==> config.mk <==
export PLATFORM = sky130hd
export DESIGN_NAME = free_block_fit_allocator
export DESIGN_NICKNAME = d
export VERILOG_FILES = /design/src/sv/fbfa_pkg.sv /design/src/sv/fbfa_cell.sv /design/src/sv/fbfa_ctrl.sv /design/src/sv/free_block_fit_allocator.sv
export SDC_FILE = /design/constraint.sdc
export NUM_CORES = 1
export LEC_CHECK = 0
export ABC_AREA = 1
export BUFFER_PORTS_ARGS = -buffer_cell sky130_fd_sc_hd__buf_2
export CAP_MARGIN = 20
export CORE_MARGIN = 3
export CORE_UTILIZATION = 42
export DETAILED_ROUTE_END_ITERATION = 16
export PLACE_DENSITY_LB_ADDON = 0.1
export SETUP_SLACK_MARGIN = 0.4
export SYNTH_ARGS = -nofsm -noshare
export SYNTH_HDL_FRONTEND = slang
export SYNTH_HIERARCHICAL = 1
export SYNTH_SLANG_ARGS = --single-unit
==> constraint.sdc <==
create_clock -name aclk -period 7.9 [get_ports aclk]
set_input_delay 0.79 -clock aclk [delete_from_list [all_inputs] [get_ports aclk]]
set_output_delay 0.79 -clock aclk [all_outputs]
set_load 0.1 [all_outputs]
==> src/sv/fbfa_pkg.sv <==
// Shared types, sizes and helpers for the free block fit allocator.
// No dependencies; every other file imports this package.
`default_nettype none

package fbfa_pkg;

    localparam int MAX_PARTITIONS = 16;
    localparam int ADDR_BITS      = 16;
    localparam int SIZE_W         = 16;
    localparam int FIELD_ADDR_W   = 16;
    localparam int IDX_W          = (MAX_PARTITIONS > 1) ? $clog2(MAX_PARTITIONS) : 1;
    localparam int CNT_W          = $clog2(MAX_PARTITIONS + 1);
    localparam int CMP_W          = IDX_W + CNT_W;

    localparam logic [IDX_W-1:0] LAST_IDX = IDX_W'(MAX_PARTITIONS - 1);

    typedef enum logic [1:0] {
        CMD_LOAD  = 2'd0,
        CMD_ALLOC = 2'd1,
        CMD_LIST  = 2'd2,
        CMD_CLEAR = 2'd3
    } cmd_t;

    // Any policy code other than best or worst fit selects first fit.
    typedef logic [1:0] policy_t;
    localparam policy_t POL_BEST  = 2'd1;
    localparam policy_t POL_WORST = 2'd2;

    typedef enum logic [1:0] {
        ST_IDLE,
        ST_SCAN,
        ST_APPLY,
        ST_RESP
    } state_t;

    typedef struct packed {
        logic [ADDR_BITS-1:0] start;
        logic [SIZE_W-1:0]    size;
    } entry_t;

    typedef struct packed {
        logic             shift;
        entry_t           tail;
        logic             wr_en;
        logic [IDX_W-1:0] wr_idx;
        entry_t           wr_data;
    } ring_ctl_t;

    function automatic logic [FIELD_ADDR_W-1:0] addr_to_field(input logic [ADDR_BITS-1:0] a);
        logic [ADDR_BITS+FIELD_ADDR_W-1:0] tmp;
        tmp = {{FIELD_ADDR_W{1'b0}}, a};
        return tmp[FIELD_ADDR_W-1:0];
    endfunction

    function automatic logic [ADDR_BITS-1:0] field_to_addr(input logic [FIELD_ADDR_W-1:0] f);
        logic [ADDR_BITS+FIELD_ADDR_W-1:0] tmp;
        tmp = {{ADDR_BITS{1'b0}}, f};
        return tmp[ADDR_BITS-1:0];
    endfunction

endpackage

`default_nettype wire

==> src/sv/fbfa_cell.sv <==
// One partition cell of the rotating table: holds a start and a size.
// Depends on fbfa_pkg.
`default_nettype none

module fbfa_cell (
    input  wire               aclk,
    input  wire               shift,
    input  fbfa_pkg::entry_t  shift_in,
    input  wire               wr_en,
    input  fbfa_pkg::entry_t  wr_data,
    output fbfa_pkg::entry_t  q
);
    import fbfa_pkg::*;

    entry_t entry_reg;
    entry_t entry_next;

    always_comb begin
        entry_next = entry_reg;
        if (wr_en) begin
            entry_next = wr_data;
        end else if (shift) begin
            entry_next = shift_in;
        end
    end

    // Table contents are not reset; only entries below the fill count are read.
    always_ff @(posedge aclk) begin
        entry_reg <= entry_next;
    end

    assign q = entry_reg;

endmodule

`default_nettype wire

==> src/sv/fbfa_ctrl.sv <==
// Sequencer of the allocator: handshakes, fit policy, fill count and the
// two rotation passes over the cell ring. Depends on fbfa_pkg.
`default_nettype none

module fbfa_ctrl (
    input  wire                                 aclk,
    input  wire                                 aresetn,
    input  wire                                 cfg_we,
    input  wire [1:0]                           cfg_wdata,
    input  wire                                 s_valid,
    output logic                                s_ready,
    input  wire [1:0]                           s_cmd,
    input  wire [fbfa_pkg::FIELD_ADDR_W-1:0]    s_start_address,
    input  wire [fbfa_pkg::SIZE_W-1:0]          s_block_size,
    output logic                                m_valid,
    input  wire                                 m_ready,
    output logic [1:0]                          m_kind,
    output logic                                m_ok,
    output logic [fbfa_pkg::FIELD_ADDR_W-1:0]   m_address,
    output logic [fbfa_pkg::SIZE_W-1:0]         m_size_left,
    output logic                                m_last,
    input  fbfa_pkg::entry_t                    head,
    output fbfa_pkg::ring_ctl_t                 ring
);
    import fbfa_pkg::*;

    state_t                  state_reg, state_next;
    policy_t                 policy_reg, policy_next;
    logic [CNT_W-1:0]        count_reg, count_next;
    logic [IDX_W-1:0]        idx_reg, idx_next;
    cmd_t                    cmd_reg, cmd_next;
    logic [SIZE_W-1:0]       req_reg, req_next;
    logic                    found_reg, found_next;
    logic [IDX_W-1:0]        pick_reg, pick_next;
    logic [SIZE_W-1:0]       best_reg, best_next;
    logic                    res_ok_reg, res_ok_next;
    logic [FIELD_ADDR_W-1:0] res_addr_reg, res_addr_next;
    logic [SIZE_W-1:0]       res_size_reg, res_size_next;

    logic                    m_valid_reg, m_valid_next;
    cmd_t                    m_kind_reg, m_kind_next;
    logic                    m_ok_reg, m_ok_next;
    logic [FIELD_ADDR_W-1:0] m_addr_reg, m_addr_next;
    logic [SIZE_W-1:0]       m_size_reg, m_size_next;
    logic                    m_last_reg, m_last_next;

    logic              out_free;
    logic              in_range;
    logic              nonzero;
    logic              take;
    logic              idx_end;
    logic [IDX_W-1:0]  idx_inc;
    logic [SIZE_W-1:0] shrunk;

    assign out_free = !m_valid_reg || m_ready;
    assign in_range = CMP_W'(idx_reg) < CMP_W'(count_reg);
    assign nonzero  = in_range && (head.size != '0);
    assign idx_end  = (idx_reg == LAST_IDX);
    assign idx_inc  = idx_end ? '0 : idx_reg + IDX_W'(1);
    assign shrunk   = head.size - req_reg;

    // During the search pass: a list remembers the last nonzero entry, an
    // allocation keeps the candidate that the policy prefers so far.
    always_comb begin
        if (cmd_reg == CMD_LIST) begin
            take = nonzero;
        end else begin
            take = in_range && (head.size >= req_reg) &&
                   (!found_reg ||
                    (policy_reg == POL_BEST  && head.size < best_reg) ||
                    (policy_reg == POL_WORST && head.size > best_reg));
        end
    end

    always_comb begin
        state_next    = state_reg;
        policy_next   = policy_reg;
        count_next    = count_reg;
        idx_next      = idx_reg;
        cmd_next      = cmd_reg;
        req_next      = req_reg;
        found_next    = found_reg;
        pick_next     = pick_reg;
        best_next     = best_reg;
        res_ok_next   = res_ok_reg;
        res_addr_next = res_addr_reg;
        res_size_next = res_size_reg;

        m_valid_next = m_valid_reg && !m_ready;
        m_kind_next  = m_kind_reg;
        m_ok_next    = m_ok_reg;
        m_addr_next  = m_addr_reg;
        m_size_next  = m_size_reg;
        m_last_next  = m_last_reg;

        s_ready      = 1'b0;
        ring.shift   = 1'b0;
        ring.tail    = head;
        ring.wr_en   = 1'b0;
        ring.wr_idx  = count_reg[IDX_W-1:0];
        ring.wr_data = '{start: field_to_addr(s_start_address), size: s_block_size};

        if (cfg_we) begin
            policy_next = cfg_wdata;
        end

        unique case (state_reg)
            ST_IDLE: begin
                s_ready = 1'b1;
                if (s_valid) begin
                    cmd_next   = cmd_t'(s_cmd);
                    req_next   = s_block_size;
                    idx_next   = '0;
                    found_next = 1'b0;
                    unique case (cmd_t'(s_cmd))
                        CMD_LOAD: begin
                            if (count_reg < CNT_W'(MAX_PARTITIONS)) begin
                                ring.wr_en    = 1'b1;
                                count_next    = count_reg + CNT_W'(1);
                                res_ok_next   = 1'b1;
                                res_addr_next = addr_to_field(field_to_addr(s_start_address));
                                res_size_next = s_block_size;
                            end else begin
                                res_ok_next   = 1'b0;
                                res_addr_next = '0;
                                res_size_next = '0;
                            end
                            state_next = ST_RESP;
                        end
                        CMD_CLEAR: begin
                            count_next    = '0;
                            res_ok_next   = 1'b1;
                            res_addr_next = '0;
                            res_size_next = '0;
                            state_next    = ST_RESP;
                        end
                        CMD_ALLOC, CMD_LIST: begin
                            state_next = ST_SCAN;
                        end
                        default: begin
                            state_next = ST_IDLE;
                        end
                    endcase
                end
            end

            ST_SCAN: begin
                ring.shift = 1'b1;
                idx_next   = idx_inc;
                if (take) begin
                    found_next = 1'b1;
                    pick_next  = idx_reg;
                    best_next  = head.size;
                end
                if (idx_end) begin
                    if (found_reg || take) begin
                        state_next = ST_APPLY;
                    end else begin
                        res_ok_next   = 1'b0;
                        res_addr_next = '0;
                        res_size_next = '0;
                        state_next    = ST_RESP;
                    end
                end
            end

            ST_APPLY: begin
                if (cmd_reg == CMD_LIST) begin
                    // Hold the ring while the output register cannot take an entry.
                    if (!(nonzero && !out_free)) begin
                        ring.shift = 1'b1;
                        idx_next   = idx_inc;
                        if (nonzero) begin
                            m_valid_next = 1'b1;
                            m_kind_next  = CMD_LIST;
                            m_ok_next    = 1'b1;
                            m_addr_next  = addr_to_field(head.start);
                            m_size_next  = head.size;
                            m_last_next  = (idx_reg == pick_reg);
                        end
                        if (idx_end) begin
                            state_next = ST_IDLE;
                        end
                    end
                end else begin
                    ring.shift = 1'b1;
                    idx_next   = idx_inc;
                    if (idx_reg == pick_reg) begin
                        ring.tail.start = head.start + field_to_addr(req_reg);
                        ring.tail.size  = shrunk;
                        res_ok_next     = 1'b1;
                        res_addr_next   = addr_to_field(head.start);
                        res_size_next   = shrunk;
                    end
                    if (idx_end) begin
                        state_next = ST_RESP;
                    end
                end
            end

            ST_RESP: begin
                if (out_free) begin
                    m_valid_next = 1'b1;
                    m_kind_next  = cmd_reg;
                    m_ok_next    = res_ok_reg;
                    m_addr_next  = res_addr_reg;
                    m_size_next  = res_size_reg;
                    m_last_next  = 1'b1;
                    state_next   = ST_IDLE;
                end
            end

            default: begin
                state_next = ST_IDLE;
            end
        endcase
    end

    always_ff @(posedge aclk) begin
        if (!aresetn) begin
            state_reg   <= ST_IDLE;
            policy_reg  <= '0;
            count_reg   <= '0;
            m_valid_reg <= 1'b0;
        end else begin
            state_reg   <= state_next;
            policy_reg  <= policy_next;
            count_reg   <= count_next;
            m_valid_reg <= m_valid_next;
        end
    end

    always_ff @(posedge aclk) begin
        idx_reg      <= idx_next;
        cmd_reg      <= cmd_next;
        req_reg      <= req_next;
        found_reg    <= found_next;
        pick_reg     <= pick_next;
        best_reg     <= best_next;
        res_ok_reg   <= res_ok_next;
        res_addr_reg <= res_addr_next;
        res_size_reg <= res_size_next;
        m_kind_reg   <= m_kind_next;
        m_ok_reg     <= m_ok_next;
        m_addr_reg   <= m_addr_next;
        m_size_reg   <= m_size_next;
        m_last_reg   <= m_last_next;
    end

    assign m_valid     = m_valid_reg;
    assign m_kind      = m_kind_reg;
    assign m_ok        = m_ok_reg;
    assign m_address   = m_addr_reg;
    assign m_size_left = m_size_reg;
    assign m_last      = m_last_reg;

endmodule

`default_nettype wire

==> src/sv/free_block_fit_allocator.sv <==
// Load and clear: the sequencer enters the response state, which registers the result
// once the output register is free. Allocate: one search rotation and one update rotation
// of the cell ring, then the response state. One item at a time for every command.
// List: one search rotation, then one result per cycle while the sink is ready.
// Synchronous active-low reset empties the table and selects first fit; cells are not reset.
`default_nettype none

module free_block_fit_allocator (
    input  wire                                 aclk,
    input  wire                                 aresetn,
    input  wire                                 cfg_we,
    input  wire [1:0]                           cfg_wdata,
    input  wire                                 s_valid,
    output logic                                s_ready,
    input  wire [1:0]                           s_cmd,
    input  wire [fbfa_pkg::FIELD_ADDR_W-1:0]    s_start_address,
    input  wire [fbfa_pkg::SIZE_W-1:0]          s_block_size,
    output logic                                m_valid,
    input  wire                                 m_ready,
    output logic [1:0]                          m_kind,
    output logic                                m_ok,
    output logic [fbfa_pkg::FIELD_ADDR_W-1:0]   m_address,
    output logic [fbfa_pkg::SIZE_W-1:0]         m_size_left,
    output logic                                m_last
);
    import fbfa_pkg::*;

    entry_t    cell_q [MAX_PARTITIONS];
    ring_ctl_t ring;

    fbfa_ctrl u_ctrl (
        .aclk            (aclk),
        .aresetn         (aresetn),
        .cfg_we          (cfg_we),
        .cfg_wdata       (cfg_wdata),
        .s_valid         (s_valid),
        .s_ready         (s_ready),
        .s_cmd           (s_cmd),
        .s_start_address (s_start_address),
        .s_block_size    (s_block_size),
        .m_valid         (m_valid),
        .m_ready         (m_ready),
        .m_kind          (m_kind),
        .m_ok            (m_ok),
        .m_address       (m_address),
        .m_size_left     (m_size_left),
        .m_last          (m_last),
        .head            (cell_q[0]),
        .ring            (ring)
    );

    // The ring rotates towards cell 0; the sequencer feeds the tail cell.
    for (genvar i = 0; i < MAX_PARTITIONS; i++) begin : g_cell
        entry_t next_in;
        if (i == MAX_PARTITIONS - 1) begin : g_tail
            assign next_in = ring.tail;
        end else begin : g_body
            assign next_in = cell_q[i+1];
        end
        fbfa_cell u_cell (
            .aclk     (aclk),
            .shift    (ring.shift),
            .shift_in (next_in),
            .wr_en    (ring.wr_en && (ring.wr_idx == IDX_W'(i))),
            .wr_data  (ring.wr_data),
            .q        (cell_q[i])
        );
    end

    // Only one item is in flight: an accepted transaction closes the input.
    assert property (@(posedge aclk) disable iff (!aresetn)
        s_valid && s_ready |=> !s_ready)
        else $error("input accepted while an item is still being processed");

    // Loads, allocations and clears give a single result.
    assert property (@(posedge aclk) disable iff (!aresetn)
        m_valid && (m_kind != CMD_LIST) |-> m_last)
        else $error("single-result transaction without last");

    // Every failure result carries zero address and size.
    assert property (@(posedge aclk) disable iff (!aresetn)
        m_valid && !m_ok |-> (m_address == '0) && (m_size_left == '0) && m_last)
        else $error("failure result with nonzero payload");

    // The ring never rotates while a new entry is being loaded.
    assert property (@(posedge aclk) disable iff (!aresetn)
        ring.wr_en |-> !ring.shift && s_ready)
        else $error("load collides with ring rotation");

endmodule

`default_nettype wire
* Word level (Yosys, flattened, before mapping)
Cells that the tools add are included.
Word-level totals: bits in registers 634, latch bits 0, bits in writable memories 0, bits in read-only memories 0, bits of input ports 41, output and inout port bits 38, logic and storage cells 279, memories 0
Cells by class: add/sub/neg operators 4, multipliers 0, div/mod/pow operators 0, magnitude comparators 5, equal/unequal tests 40, shift operators 0, mux-type cells 115, bitwise gates (word level) 0, reductions and logical operators 65
Operators by type and width (count):
- 32-bit two-way mux | 35
- 16-bit two-way mux | 18
- 16-bit case mux with 2 select lines | 4
- 16-bit case mux with 3 select lines | 2
- 2-bit nonzero test | 19
- 4-bit equality test, second input constant | 9
- 1-bit two-way mux | 28
- 1-bit logical AND | 23
- 2-bit two-way mux | 11
- 16-bit adder | 1
- 4-bit by 3-bit equality test with 1-bit output, second input constant | 4
- 16-bit >= comparator | 1
- 16-bit > comparator | 1
- 16-bit less-than comparator | 1
- 4-bit two-way mux | 4
- 2-bit by 1-bit != test with 1-bit output, second input constant | 8
- 16-bit nonzero test | 1
- 16-bit subtractor | 1
- 2-bit equality test, second input constant | 6
- 1-bit case mux with 2 select lines | 6
- 4-bit case mux with 3 select lines | 1
- 5-bit case mux with 2 select lines | 1
- 5-bit AND reduction | 2
- 4-bit by 2-bit equality test with 1-bit output, second input constant | 2
- 23 further kinds | 40

* Logic depth before layout (Yosys ltp)
depth after elaboration 10, gate-level depth with buffers 18, depth with buffers taken out 18

* Cells and area by module
Netlist, hierarchy kept.
Modules (own cells, without submodules):
- fbfa_cell | times used 16, cells an instance 137, area each 1401.3 um2, seq. area each 960.9 um2
- fbfa_ctrl | times used 1, cells an instance 882, area each 7674.9 um2, seq. area each 3563.4 um2
- free_block_fit_allocator | times used 1, cells an instance 32, area each 126.4 um2, seq. area each 0.0 um2

* Worst setup path before layout
No wires, ideal clock.
path kind flip-flop to flip-flop, start register g_cell[0].u_cell.entry_reg, in the netlist g_cell[0].u_cell/q[0], end register u_ctrl.res_addr_reg[0] (enable), library setup time 0.434 ns, data arrival time 3.405 ns, data required time 7.466 ns, slack 4.061 ns, stages on the path, launching flop included 14, path buffers 0, clock period less this slack 3.839 ns, cell sequence edfxtp_1 inv_1 ha_1 inv_1 fa_1 nand2_1 nand2_1 o21ai_2 o21ai_2 nand2_1 nand3_1 nand3_1 nand3_1 a21oi_1
On the way: word-level cells in the longest chain between the ends 9, elaborated cells between the ends (all ways) 15, classes of those cells order compare (3); eq/ne (1); mux (1); reduce/logical (10)
RTL lines:
- from (decl) | RTL line fbfa_cell.sv:15 | entry_t entry_reg;
- from (signal assigned) | RTL line fbfa_cell.sv:29 | entry_reg <= entry_next;
- 16-bit less-than comparator | RTL line fbfa_ctrl.sv:70 | (policy_reg == POL_BEST && head.size < best_reg) ||
- 1-bit logical AND | RTL line fbfa_ctrl.sv:70
- 1-bit logical OR | RTL line fbfa_ctrl.sv:69 | (!found_reg ||
- 1-bit logical OR | RTL line fbfa_ctrl.sv:70
- 1-bit logical AND | RTL line fbfa_ctrl.sv:68 | take = in_range && (head.size >= req_reg) &&
- 1-bit two-way mux (*) | RTL line fbfa_ctrl.sv:65 | if (cmd_reg == CMD_LIST) begin
- 1-bit logical OR (*) | RTL line fbfa_ctrl.sv:156 | if (found_reg || take) begin
- 2-bit != test (no source line) (*)
- 7-bit AND reduction (no source line) (*)
- to (signal assigned) | RTL line fbfa_ctrl.sv:241 | res_addr_reg <= res_addr_next;
- to (decl) | RTL line fbfa_ctrl.sv:37 | logic [FIELD_ADDR_W-1:0] res_addr_reg, res_addr_next;
Mark *: on every way between the ends. The rest lies on a longest branch, timed or not. A chain may end at the register's enable or synchronous reset.

==> metrics.txt <==
Syn Nets=3207; Gate power share=26.5%; HP Start=s_cmd[1]; # DRC=0; Die X=274 um; post-detail-place hpwl=55.8 mm; GPL Wtd Cong=0.902; Max Cap Viol=0; clk sinks=634; diode count=0; Die Y=274 um; Vias/cell=5.06; Synth area leader=edfxtp_1; core region area=70600 um^2; Max Slew Vio Count=0; Cells after Synth=3106; Pre-antenna DRT Iters=6; Setup TNS=0 ns; DRT iter0 DRCs=1731; final antenna-violating net count=0; CP peak stage delay=0.73 ns; yosys warns=6; via count=20800; PortBufs=78; top cells by area, synth=edfxtp_1 62%, nand2_1 22%, ha_1 2.4%; count of cell types in the netlist=46; Setup Skew=0.0290 ns; hold-critical path endpoint=u_ctrl/cmd_reg[1]; Pleak=13.9 nW; Final #Nets=3213; crit path launch type=register; critical path's top delay family=simple AND/OR/NAND/NOR gates; worst path required time=8.14 ns; WL/cell=20.9 um; Post-synth ARST share=0%; largest net degree at the start of global routing=64; Synth Cell Area=30200 um^2; critical-path maximum fanout=32; # IOs=79; P_sw=4.27 mW; fin crit share=46.6%; Skew-Pair Late Insertion Delay=0.62 ns; GR Overflow Total=0; initial antenna violation count=1; postcts setup bufs=0; CP max-delay cell=or2_2; CTS H-tree lvls=3; Mean Syn Cell Area=9.73 um^2; GRT Util Overall=22.9%; CTS tree=built; Worst Reg-to-Reg Cells=11; Tightest Pin Transition=1.02 ns; layout cells sized above 1=8.53%; Die ar.=75200 um^2; Synth top area share=62.0%; row cnt=97; Reg2Reg Setup Slack=4.22 ns; CTS Hold Bufs=0; max FFs per register=512; post-route setup slack=4.22 ns; min cycle time layout=3.68 ns; Yosys reg bits=634; Worst R2R Start=u_ctrl/count_reg[1]; final setup violation count=0; count leader, synth=nand2_1; Bufs on Longest Clock Path=3; worst path bufs/invs=2; number of global-route vias before repair=19800; Root Buffer=clkbuf_16; Highest Clock Rate=272 MHz; Fin. Hold Viols=0; status=finished, final reports clean; worst hold path type=in2reg; post-placement setup slack=4.00 ns; sequential fraction of the synthesis area=62.7%; slew margin rel.=31.9%; Pwr per Cell Area=376 nW/um^2; Synth top cells by count=1738 x nand2_1, 624 x edfxtp_1, 135 x inv_1; Initial Util=42.8%; Post-Route WL=86.0 mm; crit-path cells=inv_1 > ha_1 > nand2_1 > nor3_1 > nor2_1 > and2_1 > nand2_1 > o21ai_0 > a21oi_1 > buf_4 > or2_2; RSZ-0062 raised after global routing=no; post-route cell area=33000 um^2; Total Power=12.4 mW; post_cts resized=0; number of fill cells=6631; CP Data Arrival Time=3.92 ns; area of the multi-input gates=9310 um^2; Register Area=18900 um^2; hold slack=0.385 ns; CTS buffer count=71; Worst-path clk slew=0.06 ns; top_reg_cell synth=edfxtp_1; area delta synth->final=9.15%; Clk network pwr share=26.9%; global-route wire length before repair=126 mm; Worst VDD drop=0.000176 V; crit end category=register; reg-to-reg endpoint=g_cell[12].u_cell/q[31]; sequential share of power=46.6%; Sw Share=34.4%; Critical Path Most Common Cell=nand2_1; Crit Path Category=reg2reg; placed cell area=30600 um^2; internal power=8.13 mW; Post-synth EDFFs=624; hold path cells=1
-- through the flow --
stage / utilization (%) / instances
after global placement: 43.3 / 3977
after detailed placement: 43.4 / 3979
after global routing: 46.7 / 4107
after CTS: 46.7 / 4107
after floorplan: - / 3106
final: 46.7 / 4107
-- final cells by class --
cell class | count | share of cell area (%)
Tap cell | 940 | 3.57
Multi-Input combinational cell | 2152 | 28.2
Timing Repair Buffer | 101 | 1.83
Clock buffer | 81 | 5.50
Inverter | 152 | 1.85
Sequential cell | 634 | 57.4
Clock inverter | 47 | 1.62
-- power groups by stage --
stage          clock, mW  combinational, mW  sequential [mW]
3_3_place_gp           0               3.16             5.86
5_1_grt             3.55               3.62             5.87
4_1_cts             3.41               3.27             5.80
6_report            3.33               3.28             5.78
2_1_floorplan          0               2.09             5.82
3_5_place_dp           0               3.25             5.85
-- layout by cell type, fill, tap and decap left out, types with 5 or more instances in the layout --
master,instances
nand2_1,1738
edfxtp_1,624
inv_1,135
o21ai_0,96
buf_2,78
clkbuf_16,71
ha_1,57
nor2_1,49
a21oi_1,39
nand3_1,38
buf_4,21
nor2_2,18
or2_2,17
inv_4,16
clkinv_1,14
xnor2_1,14
xor2_1,13
nand4_1,12
clkinv_2,11
clkbuf_1,10
dfxtp_1,10
bufinv_16,9
a21o_1,7
o21ai_1,6
nor3_1,6
o21ai_2,5
-- worst max path at each step --
stage / startpoint / endpoint / slack [ns] / cells after the start
after floorplan: g_cell[0].u_cell/q[0] / u_ctrl/res_addr_reg[0] / 4.06 / 13
after global placement: s_cmd[0] / g_cell[12].u_cell/q[8] / 3.99 / 9
after detailed placement: s_cmd[0] / g_cell[12].u_cell/q[8] / 4.00 / 9
after CTS: u_ctrl/count_reg[1] / g_cell[12].u_cell/q[31] / 4.27 / 11
after global routing: u_ctrl/count_reg[1] / g_cell[8].u_cell/q[0] / 4.13 / 11
final: u_ctrl/count_reg[1] / g_cell[12].u_cell/q[31] / 4.22 / 11
-- logic make-up after synthesis --
logic type / count (synthesis) / synth area share, %
buf+inv: 320 / 6.76
compound gates: 174 / 3.19
fa+ha+maj: 60 / 2.53
xor+xnor: 27 / 0.782
flops: 634 / 62.7
simple gates: 1891 / 24.1
-- layer usage --
metal	GRT usage (%)	vias up	share of wire (%)
li1	-	10100	-
met1	30.7	9762	43
met2	35.7	751	45
met3	5.22	190	7.1
met4	9.65	2	4.4
met5	0	-	0.010
(Power assumes the default switching activity.)
